<file path="src/hdl/bra_pkg.sv">
// shared types and constants of the bitmap run allocator
package bra_pkg;

  localparam int unsigned MODE_W    = 3;
  localparam int unsigned POS_W     = 12;
  localparam int unsigned CNT_W     = 13;
  localparam int unsigned BIDX_W    = 13;
  localparam int unsigned BYTE_BITS = 8;
  localparam int unsigned BYTE_W    = BIDX_W - 3;

  localparam logic [CNT_W-1:0] ACTIVE_RESET = 13'd4096;

  localparam logic [MODE_W-1:0] MODE_SET      = 3'd0;
  localparam logic [MODE_W-1:0] MODE_CLEAR    = 3'd1;
  localparam logic [MODE_W-1:0] MODE_FIND_CLR = 3'd2;
  localparam logic [MODE_W-1:0] MODE_FIND_SET = 3'd3;
  localparam logic [MODE_W-1:0] MODE_TEST     = 3'd4;

  // byte store access from the sequencer
  typedef struct packed {
    logic                 wr_en;
    logic [BYTE_W-1:0]    wr_byte;
    logic [BYTE_BITS-1:0] wr_data;
    logic [BYTE_W-1:0]    rd_byte;
  } mem_req_t;

endpackage

</file>
<file path="src/hdl/bra_seq.sv">
// request sequencer: walks the map one byte per cycle, read-modify-write, run search or bit test
module bra_seq import bra_pkg::*; (
  input  logic                 clk,
  input  logic                 rst_n,
  input  logic                 in_valid,
  output logic                 in_stall,
  input  logic [MODE_W-1:0]    in_mode,
  input  logic [POS_W-1:0]     in_position,
  input  logic [CNT_W-1:0]     in_count,
  output logic                 out_valid,
  input  logic                 out_stall,
  output logic                 out_found,
  output logic [POS_W-1:0]     out_run_start,
  output logic                 out_bit_value,
  input  logic [BIDX_W-1:0]    size,
  output mem_req_t             mem_req,
  input  logic [BYTE_BITS-1:0] mem_rd_data,
  input  logic                 mem_busy
);

  typedef enum logic [1:0] {S_IDLE, S_SETUP, S_SCAN, S_DONE} state_t;

  typedef struct packed {
    logic             hit;
    logic [2:0]       k;
    logic [CNT_W-1:0] run;
  } scan_t;

  // bit-serial run count over one byte, bits lo up to hi-1
  function automatic scan_t scan_byte(input logic [BYTE_BITS-1:0] d,
                                      input logic [2:0] lo, input logic [3:0] hi,
                                      input logic want,
                                      input logic [CNT_W-1:0] run_in,
                                      input logic [CNT_W-1:0] cnt);
    scan_t res;
    res.hit = 1'b0;
    res.k   = '0;
    res.run = run_in;
    for (int k = 0; k < BYTE_BITS; k++) begin
      if (!res.hit && (4'(k) >= {1'b0, lo}) && (4'(k) < hi)) begin
        if (d[k] == want) begin
          res.run = res.run + 1'b1;
        end else begin
          res.run = '0;
        end
        if (res.run == cnt) begin
          res.hit = 1'b1;
          res.k   = 3'(k);
        end
      end
    end
    return res;
  endfunction

  state_t              state_r;
  logic [MODE_W-1:0]   mode_r;
  logic [POS_W-1:0]    pos_r;
  logic [CNT_W-1:0]    cnt_r;
  logic [BIDX_W-1:0]   limit_r;
  logic [BYTE_W-1:0]   last_byte_r;
  logic [BYTE_W-1:0]   byte_r;
  logic [CNT_W-1:0]    run_r;
  logic                found_r;
  logic                bit_r;
  logic [BIDX_W-1:0]   hit_idx_r;
  logic                out_valid_r;
  logic                out_found_r;
  logic [POS_W-1:0]    out_run_start_r;
  logic                out_bit_value_r;

  logic                is_write;
  logic                is_find;
  logic                trivial;
  logic [BIDX_W-1:0]   pos_ext;
  logic [BIDX_W:0]     run_end;
  logic [BIDX_W-1:0]   limit_nxt;
  logic [BYTE_W-1:0]   pos_byte;
  logic [2:0]          lo;
  logic [3:0]          hi;
  logic                last;
  logic [BYTE_BITS-1:0] mask;
  scan_t               scan;
  logic [BIDX_W-1:0]   start_full;

  assign is_write = (mode_r == MODE_SET) || (mode_r == MODE_CLEAR);
  assign is_find  = (mode_r == MODE_FIND_CLR) || (mode_r == MODE_FIND_SET);
  assign pos_ext  = BIDX_W'(pos_r);
  assign pos_byte = pos_r[POS_W-1:3];
  // one extra bit so a long count past the map end cannot wrap
  assign run_end  = {1'b0, pos_ext} + {1'b0, cnt_r};

  always_comb begin
    trivial = 1'b0;
    if (!is_write && !is_find && mode_r != MODE_TEST) begin
      trivial = 1'b1;
    end else if (pos_ext >= size) begin
      trivial = 1'b1;
    end else if (mode_r != MODE_TEST && cnt_r == '0) begin
      trivial = 1'b1;
    end
  end

  always_comb begin
    if (mode_r == MODE_TEST) begin
      limit_nxt = pos_ext + 1'b1;
    end else if (is_find || run_end > {1'b0, size}) begin
      limit_nxt = size;
    end else begin
      limit_nxt = run_end[BIDX_W-1:0];
    end
  end

  // bit window of the current byte
  assign last = (byte_r == last_byte_r);
  assign lo   = (byte_r == pos_byte) ? pos_r[2:0] : 3'd0;
  assign hi   = (last && limit_r[2:0] != 3'd0) ? {1'b0, limit_r[2:0]} : 4'd8;

  always_comb begin
    for (int k = 0; k < BYTE_BITS; k++) begin
      mask[k] = (4'(k) >= {1'b0, lo}) && (4'(k) < hi);
    end
  end

  assign scan = scan_byte(mem_rd_data, lo, hi, (mode_r == MODE_FIND_SET), run_r, cnt_r);

  always_comb begin
    mem_req.wr_en   = (state_r == S_SCAN) && is_write;
    mem_req.wr_byte = byte_r;
    mem_req.wr_data = (mode_r == MODE_SET) ? (mem_rd_data | mask) : (mem_rd_data & ~mask);
    mem_req.rd_byte = (state_r == S_SETUP) ? pos_byte : byte_r + 1'b1;
  end

  assign start_full = hit_idx_r + 1'b1 - cnt_r;

  always_ff @(posedge clk) begin
    if (!rst_n) begin
      state_r     <= S_IDLE;
      out_valid_r <= 1'b0;
    end else begin
      if (out_valid_r && !out_stall && state_r != S_DONE) begin
        out_valid_r <= 1'b0;
      end
      unique case (state_r)
        S_IDLE: begin
          if (in_valid && !mem_busy) begin
            mode_r  <= in_mode;
            pos_r   <= in_position;
            cnt_r   <= in_count;
            state_r <= S_SETUP;
          end
        end
        S_SETUP: begin
          found_r     <= 1'b0;
          bit_r       <= 1'b0;
          run_r       <= '0;
          byte_r      <= pos_byte;
          limit_r     <= limit_nxt;
          last_byte_r <= BYTE_W'((limit_nxt - 1'b1) >> 3);
          state_r     <= trivial ? S_DONE : S_SCAN;
        end
        S_SCAN: begin
          if (mode_r == MODE_TEST) begin
            bit_r   <= mem_rd_data[pos_r[2:0]];
            state_r <= S_DONE;
          end else if (is_find && scan.hit) begin
            found_r   <= 1'b1;
            hit_idx_r <= {byte_r, scan.k};
            state_r   <= S_DONE;
          end else if (last) begin
            state_r <= S_DONE;
          end else begin
            run_r  <= scan.run;
            byte_r <= byte_r + 1'b1;
          end
        end
        S_DONE: begin
          if (!out_valid_r || !out_stall) begin
            out_valid_r     <= 1'b1;
            out_found_r     <= found_r;
            out_run_start_r <= found_r ? start_full[POS_W-1:0] : '0;
            out_bit_value_r <= bit_r;
            state_r         <= S_IDLE;
          end
        end
        default: state_r <= S_IDLE;
      endcase
    end
  end

  assign in_stall      = (state_r != S_IDLE) || mem_busy;
  assign out_valid     = out_valid_r;
  assign out_found     = out_found_r;
  assign out_run_start = out_run_start_r;
  assign out_bit_value = out_bit_value_r;

endmodule

</file>
<file path="config.mk">
export PLATFORM = sky130hd
export DESIGN_NAME = bra_seq
export DESIGN_NICKNAME = d
export VERILOG_FILES = /design/src/hdl/bra_pkg.sv /design/src/hdl/bra_seq.sv
export SDC_FILE = /design/constraint.sdc
export NUM_CORES = 1
export LEC_CHECK = 0
export BUFFER_PORTS_ARGS = -buffer_cell sky130_fd_sc_hd__buf_2
export CAP_MARGIN = 20
export CORE_MARGIN = 2
export CORE_UTILIZATION = 50
export DETAILED_ROUTE_END_ITERATION = 8
export PLACE_DENSITY = 0.67
export SLEW_MARGIN = 15
export SYNTH_ARGS = -nofsm -noshare
export SYNTH_HDL_FRONTEND = slang
export SYNTH_SLANG_ARGS = --single-unit
</file>
<file path="constraint.sdc">
create_clock -name clk -period 37.8 [get_ports clk]
set_input_delay 1.89 -clock clk [delete_from_list [all_inputs] [get_ports clk]]
set_output_delay 1.89 -clock clk [all_outputs]
set_load 0.02 [all_outputs]
</file>
==> results.md, run 1 <==
* Status: finished clean
* Highest-count cells in the layout ignoring fill and taps: nor2_1 (208), nand2_1 (172), a21oi_1 (145)
* Yosys warns at 0
* Detailed Routing Iterations Pass 1 at 5
* Clk slew on worst S/H paths at 0.07 ns
* CTS buffer count at 9
* Hold_ws at ~0.48 ns
* Hold path endpoint: out_bit_value$_DFFE_PP_
* Fmax achieved at about 56 MHz
* # IOs at 99
* Synth top area share at 16.07%
* Worst reg-to-reg setup slack at 20.68 ns
* Pwr Density at 31.61 mW/mm2
* Routed vias/inst at 7.033
* Core ar. at 0.03370 mm2
* Slew margin rel. at a little over a quarter
* Setup Viol. Count Final at 0
* TritonCTS clock tree: done
* # rows at 67
* Most common cell after layout, fill and taps aside: nor2_1
* Post-synth EDFFs at 92
* Initial Utilization at 51.01%
* I/O Buffers at slightly below 100
* All-Layer GR Usage at 39.38%
* Kind of critical path: in2reg
* Via Count at 19,350
* Synth Net Count at roughly 2,400
* Post-CTS resize count at 0
* RR Endpoint: hit_idx_r[10]$_DFFE_PP_
* WHS Path Cells at 0
* Hold Fails Final Rpt at 0
* Final ANT Viol Nets at 0
* Clock net sink count at 95
* Remaining Overflow, GRT at 0
* P&R area growth vs syn at 7.228%
* Die Area at roughly 0.036 mm2
* Share of layout cells above drive strength 1 at 14.17%
* Die H at between 150 and 200 um
* WL final at 71,840 um
* Least-Margin Pin Slew at 1.084 ns
* CP max stage cell: or4b_1
* Iter 0 DRT Violations at 2,344
* Cell count after synthesis at 2,266
* Crit start category: input port
* Worst Hold Class: reg2reg
* Crit Reg-Reg Startpoint: mode_r[0]$_DFFE_PP_
* Post-CTS Repair Setup Buffers at 0
* FF/Latch Area at 0.002823 mm2
* Root Buffer: clkbuf_16
* Tcrit/Tclk final at 47.33%
* Worst Path Max Fanout at 19
* WP data arrival at 17.87 ns
* Clk_lat worst skew at 0.36 ns
* Worst reg2reg path depth at 52
* Largest net degree at the start of global routing at 39
* H-tree depth at 3
* Syn_area_per_cell at 7.586 um2
* Post-Syn Area at 0.01719 mm2
* Hold wc startpoint: bit_r$_DFFE_PP_
* Global-route wire length before repair at 109,300 um
* Ys flop type: edfxtp_1
* Number of nets in the layout at 2,423
* Final slew viol count at 0
* Peak supply drop at 0.02926 mV
* P_leak at 6.726 nW
* DPL Wire Length at 54,290 um
* Asr flop ratio synth at 0%
* Yosys top cell by area: edfxtp_1
* Die Span X at 189.4 um
* DRC violations left at 0
* Fillcell total at 3,350
* Max Root-Sink Buffers at 2
* Top post-synthesis cells by area: edfxtp_1 (16%), ha_1 (5.2%), xnor2_1 (5.0%)
* Cell variety after synth at 141
* Fin crit period at roughly 18 ns
* Post-synthesis sequential area ratio at between 15 and 20%
* #FFs+latches synth at 95
* Setup TNS Final at 0 ns
* Count of hold-fix buffers inserted at cts at 0
* Max_cap viols at 0
* Worst Path Required at 37.78 ns
* Area of the multi-input gates at 0.01349 mm2
* Vias in the first global route at 17,850
* Initial antenna violation count at 3
* RSZ-0062 raised after global routing: false
* Clock skew at 0.008765 ns
* Worst setup EP type: flop
* RePlAce Congestion at 1.011
* CP peak stage delay at 0.99 ns
* DR WL/cell at 26.11 um
-- flip-flops by register name (all words and copies together), names as in the netlist, 2 cells and up --
register and cells:
last_byte_r 10, out_run_start 12, byte_r 10, run_r 13, hit_idx_r 12, pos_r 12, state_r 2, mode_r 3
limit_r 3, cnt_r 13
-- stage by stage --
step	setup slack, ns	power (mW)	cells	area, um2	util (%)
after floorplan	22.90	0.3789	2266	17190	-
after global placement	20.41	0.4690	2727	18060	53.59
after detailed placement	19.88	0.4719	2727	18060	53.59
after CTS	20.21	0.5747	2743	18390	54.57
after global routing	18.63	0.6135	2750	18430	54.69
final	19.91	0.5827	2751	18430	54.70
-- report_power, final --
group          internal, mW  switching (mW)  leakage [nW]  total [mW]
Clock                0.0593          0.0425         0.161       0.102
Combinational         0.111           0.205          5.69       0.316
Sequential            0.137          0.0276         0.877       0.165
-- final cells by class --
type,instances,share of cell area [%]
Multi-Input combinational cell,1958,73.18
Sequential cell,95,15.31
Timing Repair Buffer,161,5.213
Tap cell,448,3.041
Inverter,70,1.425
Clock buffer,10,1.242
Clock inverter,6,0.5430
Antenna cell,3,0.04073
-- cell usage after synthesis, types with 23 or more instances --
library cell and number:
nand4_1 55, o22ai_1 28, inv_1 62, nand3_1 114, nor2b_1 23, nor3_1 91
xnor2_1 98, mux2i_1 58, edfxtp_1 92, ha_1 72, nor2_1 209, a31oi_1 25
and3_1 27, o21ai_1 27, nand2_1 172, or3_1 34, xor2_1 52, buf_2 29
and2_1 36, a21o_1 30, o21ai_0 111, a21oi_1 145, nor4_1 41, clkbuf_1 86
-- worst max-delay path, delay by kind of cell --
| family | cells | cell delay [ns] |
|---|---|---|
| simple gates | 23 | 8.68 |
| compound gates | 15 | 3.82 |
| fa+ha+maj | 3 | 1.02 |
| xor+xnor | 1 | 0.61 |
| mux | 2 | 0.56 |
| buf+inv | 7 | 1.24 |
-- worst max path at each step --
stage	cells after the start	slack [ns]	endpoint	startpoint
floorplan	57	22.90	hit_idx_r[0]$_DFFE_PP_	mem_rd_data[0]
global placement	49	20.41	hit_idx_r[6]$_DFFE_PP_	mem_rd_data[0]
detailed placement	49	19.88	hit_idx_r[10]$_DFFE_PP_	mem_rd_data[0]
CTS	49	20.21	hit_idx_r[11]$_DFFE_PP_	mem_rd_data[0]
global route	51	18.63	hit_idx_r[10]$_DFFE_PP_	mem_rd_data[0]
finish	51	19.91	hit_idx_r[10]$_DFFE_PP_	mem_rd_data[0]
-- cells by family after synthesis --
| group | Yosys count | synth area share, % |
|---|---|---|
| DFF | 95 | 16.42 |
| xor gates and xnor gates | 154 | 8.057 |
| muxes | 87 | 5.532 |
| adders and majority gates | 74 | 5.473 |
| and+or+nand+nor | 948 | 29.61 |
| buffers and inverters | 213 | 5.517 |
| AOI/OAI and AO/OA | 695 | 29.39 |
-- layer usage --
metal,up-vias,share of wire (%),track usage [%],wire (um)
li1,8758,-,-,-
met2,1302,43,60.31,30810
met4,0,4.7,18.07,3400
met1,9079,41,53.50,29220
met3,209,12,7.618,8409
met5,-,0,0,0
(Power assumes the default switching activity.)
==> run 2: changes to the inputs <==
==> constraint.sdc (replaced) <==
create_clock -name clk -period 16.9 [get_ports clk]
set_input_delay 0.845 -clock clk [delete_from_list [all_inputs] [get_ports clk]]
set_output_delay 0.845 -clock clk [all_outputs]
set_load 0.02 [all_outputs]
==> results.md, run 2 (synthesis gave the netlist of run 1 again) <==
* Status: finished clean (unchanged)
* Clock net sink count at 95 (unchanged)
* Highest Signal Layer: met5 (was met4)
* DPL Wire Length at 54,120 um (was 54,290 um)
* Worst Path Max Fanout at 33 (was 19)
* Number of nets in the layout at 2,426 (was 2,423)
* WL final at 71,260 um (was 71,840 um)
* CP peak stage delay at 0.69 ns (was 0.99 ns)
* P&R area growth vs syn at 7.155% (was 7.228%)
* # rows at 67 (unchanged)
* Max_cap viols at 0 (unchanged)
* Final slew viol count at 0 (unchanged)
* Clock skew at 0.01220 ns (was 0.008765 ns)
* Most common cell after layout, fill and taps aside: nor2_1 (unchanged)
* H-tree depth at 3 (unchanged)
* Worst Path Required at 16.90 ns (was 37.78 ns)
* # IOs at 99 (unchanged)
* Clk_lat worst skew at 0.37 ns (was 0.36 ns)
* DR WL/cell at 25.88 um (was 26.11 um)
* Final Cell Area at 0.01842 mm2 (was 0.01843 mm2)
* Setup TNS Final at 0 ns (unchanged)
* Setup Viol. Count Final at 0 (unchanged)
* Highest-count cells in the layout ignoring fill and taps: nor2_1 (207), nand2_1 (172), a21oi_1 (145) (was nor2_1 (208), nand2_1 (172), a21oi_1 (145))
* RePlAce Congestion at 1.014 (was 1.011)
* Crit start category: flop (was input port)
* Remaining Overflow, GRT at 0 (unchanged)
* Fin crit period at 16.06 ns
* Wl on met1 at 29,250 um (was 29,220 um)
* Top Registers: cnt_r x13, run_r x13 (unchanged)
* Metal2 WL at 30,260 um (was 30,810 um)
* Die Area at 0.03588 mm2 (unchanged)
* Least-Margin Pin Slew at 1.151 ns (was 1.084 ns)
* CP max stage cell: a2111oi_4 (was or4b_1)
* Vias in the first global route at 18,280 (was 17,850)
* Clk slew on worst S/H paths at 0.08 ns (was 0.07 ns)
* Worst setup EP type: flop (unchanged)
* PnR worst setup slack at 0.8356 ns (was 19.91 ns)
* WP data arrival at 16.07 ns (was 17.87 ns)
* Initial Utilization at 51.01% (unchanged)
* Global-route wire length before repair at 109,000 um (was 109,300 um)
* DRC violations left at 0 (unchanged)
* Total Power at 1.287 mW (was 0.5827 mW)
* Die H at 189.4 um (unchanged)
* TritonCTS clock tree: done (unchanged)
* Iter 0 DRT Violations at 2,632 (was 2,344)
* Via Count at 19,480 (was 19,350)
* Slew margin rel. at 23.17% (was 27.12%)
* Pwr Density at 69.86 mW/mm2 (was 31.61 mW/mm2)
* CTS buffer count at 9 (unchanged)
* Final ANT Viol Nets at 0 (unchanged)
* RSZ-0062 raised after global routing: false (unchanged)
* Peak supply drop at 0.06621 mV (was 0.02926 mV)
* Die Span X at 189.4 um (unchanged)
* I/O Buffers at 98 (unchanged)
* Worst Hold Class: reg2reg (unchanged)
* Met3 wire length at 7774 um (was 8409 um)
* Pre-CTS setup slack at 1.142 ns (was 19.88 ns)
* Hold Fails Final Rpt at 0 (unchanged)
* All-Layer GR Usage at 39.10% (was 39.38%)
* Kind of critical path: reg2reg (was in2reg)
* P_leak at 6.707 nW (was 6.726 nW)
* Routed vias/inst at 7.077 (was 7.033)
* Max Root-Sink Buffers at 2 (unchanged)
* DP Area at 0.01811 mm2 (was 0.01806 mm2)
* Fillcell total at 3,336 (was 3,350)
* Root Buffer: clkbuf_16 (unchanged)
* Detailed Routing Iterations Pass 1 at 6 (was 5)
* Tcrit/Tclk final at roughly 95%
* Initial antenna violation count at 5 (was 3)
* Fmax achieved at 62.25 MHz
* Share of layout cells above drive strength 1 at 14.37% (was 14.17%)
* Largest net degree at the start of global routing at 39 (unchanged)
* Core ar. at 0.03370 mm2 (unchanged)
==> run 2: cell count changes in the layout (fill, tap and decap cells not counted), sizes merged <==
cell	change
buf	+4
bufinv	-2
inv	+2
clkbuf	-1
clkinvlp	+1
diode	-1
dlymetal6s2s	-1
==> run 2: metrics by stage <==
step                cells  utilization [%]  hold WS, ns
floorplan            2266                -       0.4003
detailed placement   2735            53.75       0.4052
global route         2753            54.66       0.4461
finish               2753            54.66       0.4200
CTS                  2751            54.64       0.4221
global placement     2735            53.75       0.4065
==> run 2: layout make-up <==
cell class	count	area (um2)	share of cell area, %
multi-input combinational	1958	13490	73.21
sequential	95	2823	15.32
timing repair buffer	164	985.9	5.353
tap	448	560.5	3.043
inverter	70	262.8	1.426
clock buffer	9	225.2	1.223
clock inverter	7	72.57	0.3940
antenna	2	5.005	0.02717
==> run 2: timing repair <==
action                     CTS  global route
setup endpoints to repair    0            12
gates resized for setup      0             1
hold endpoints to repair     0             0
hold buffers                 0             0
buffers inserted             0             0
==> run 2: routing by layer <==
metal	vias up	track usage, %
li1	8765	-
met1	9194	53.42
met2	1251	58.73
met3	270	8.007
met4	4	18.78
met5	-	0
==> run 2: path summary, 6_finish.rpt <==
path / cells after the start / startpoint / slack, ns / to
max: 49 / byte_r[0]$_DFFE_PP_ / 0.84 / byte_r[1]$_DFFE_PP_
min: 0 / bit_r$_DFFE_PP_ / 0.42 / out_bit_value$_DFFE_PP_
max reg2reg: 49 / byte_r[0]$_DFFE_PP_ / 0.84 / byte_r[1]$_DFFE_PP_
min reg2reg: 0 / bit_r$_DFFE_PP_ / 0.42 / out_bit_value$_DFFE_PP_
==> run 2: critical path: cells and delay by family, from the launching register on <==
| kind | cells | cell delay, ns |
|---|---|---|
| buffers and inverters | 2 | 0.44 |
| DFF | 1 | 0.57 |
| AOI/OAI and AO/OA | 15 | 4.79 |
| adders and majority gates | 4 | 1.50 |
| muxes | 4 | 1.72 |
| xor gates and xnor gates | 3 | 0.53 |
| and+or+nand+nor | 21 | 6.05 |
==> run 2: report_power, final <==
group | internal (mW) | switching (mW)
clock | 0.105 | 0.105
sequential | 0.306 | 0.0636
combinational | 0.248 | 0.460
total | 0.659 | 0.628
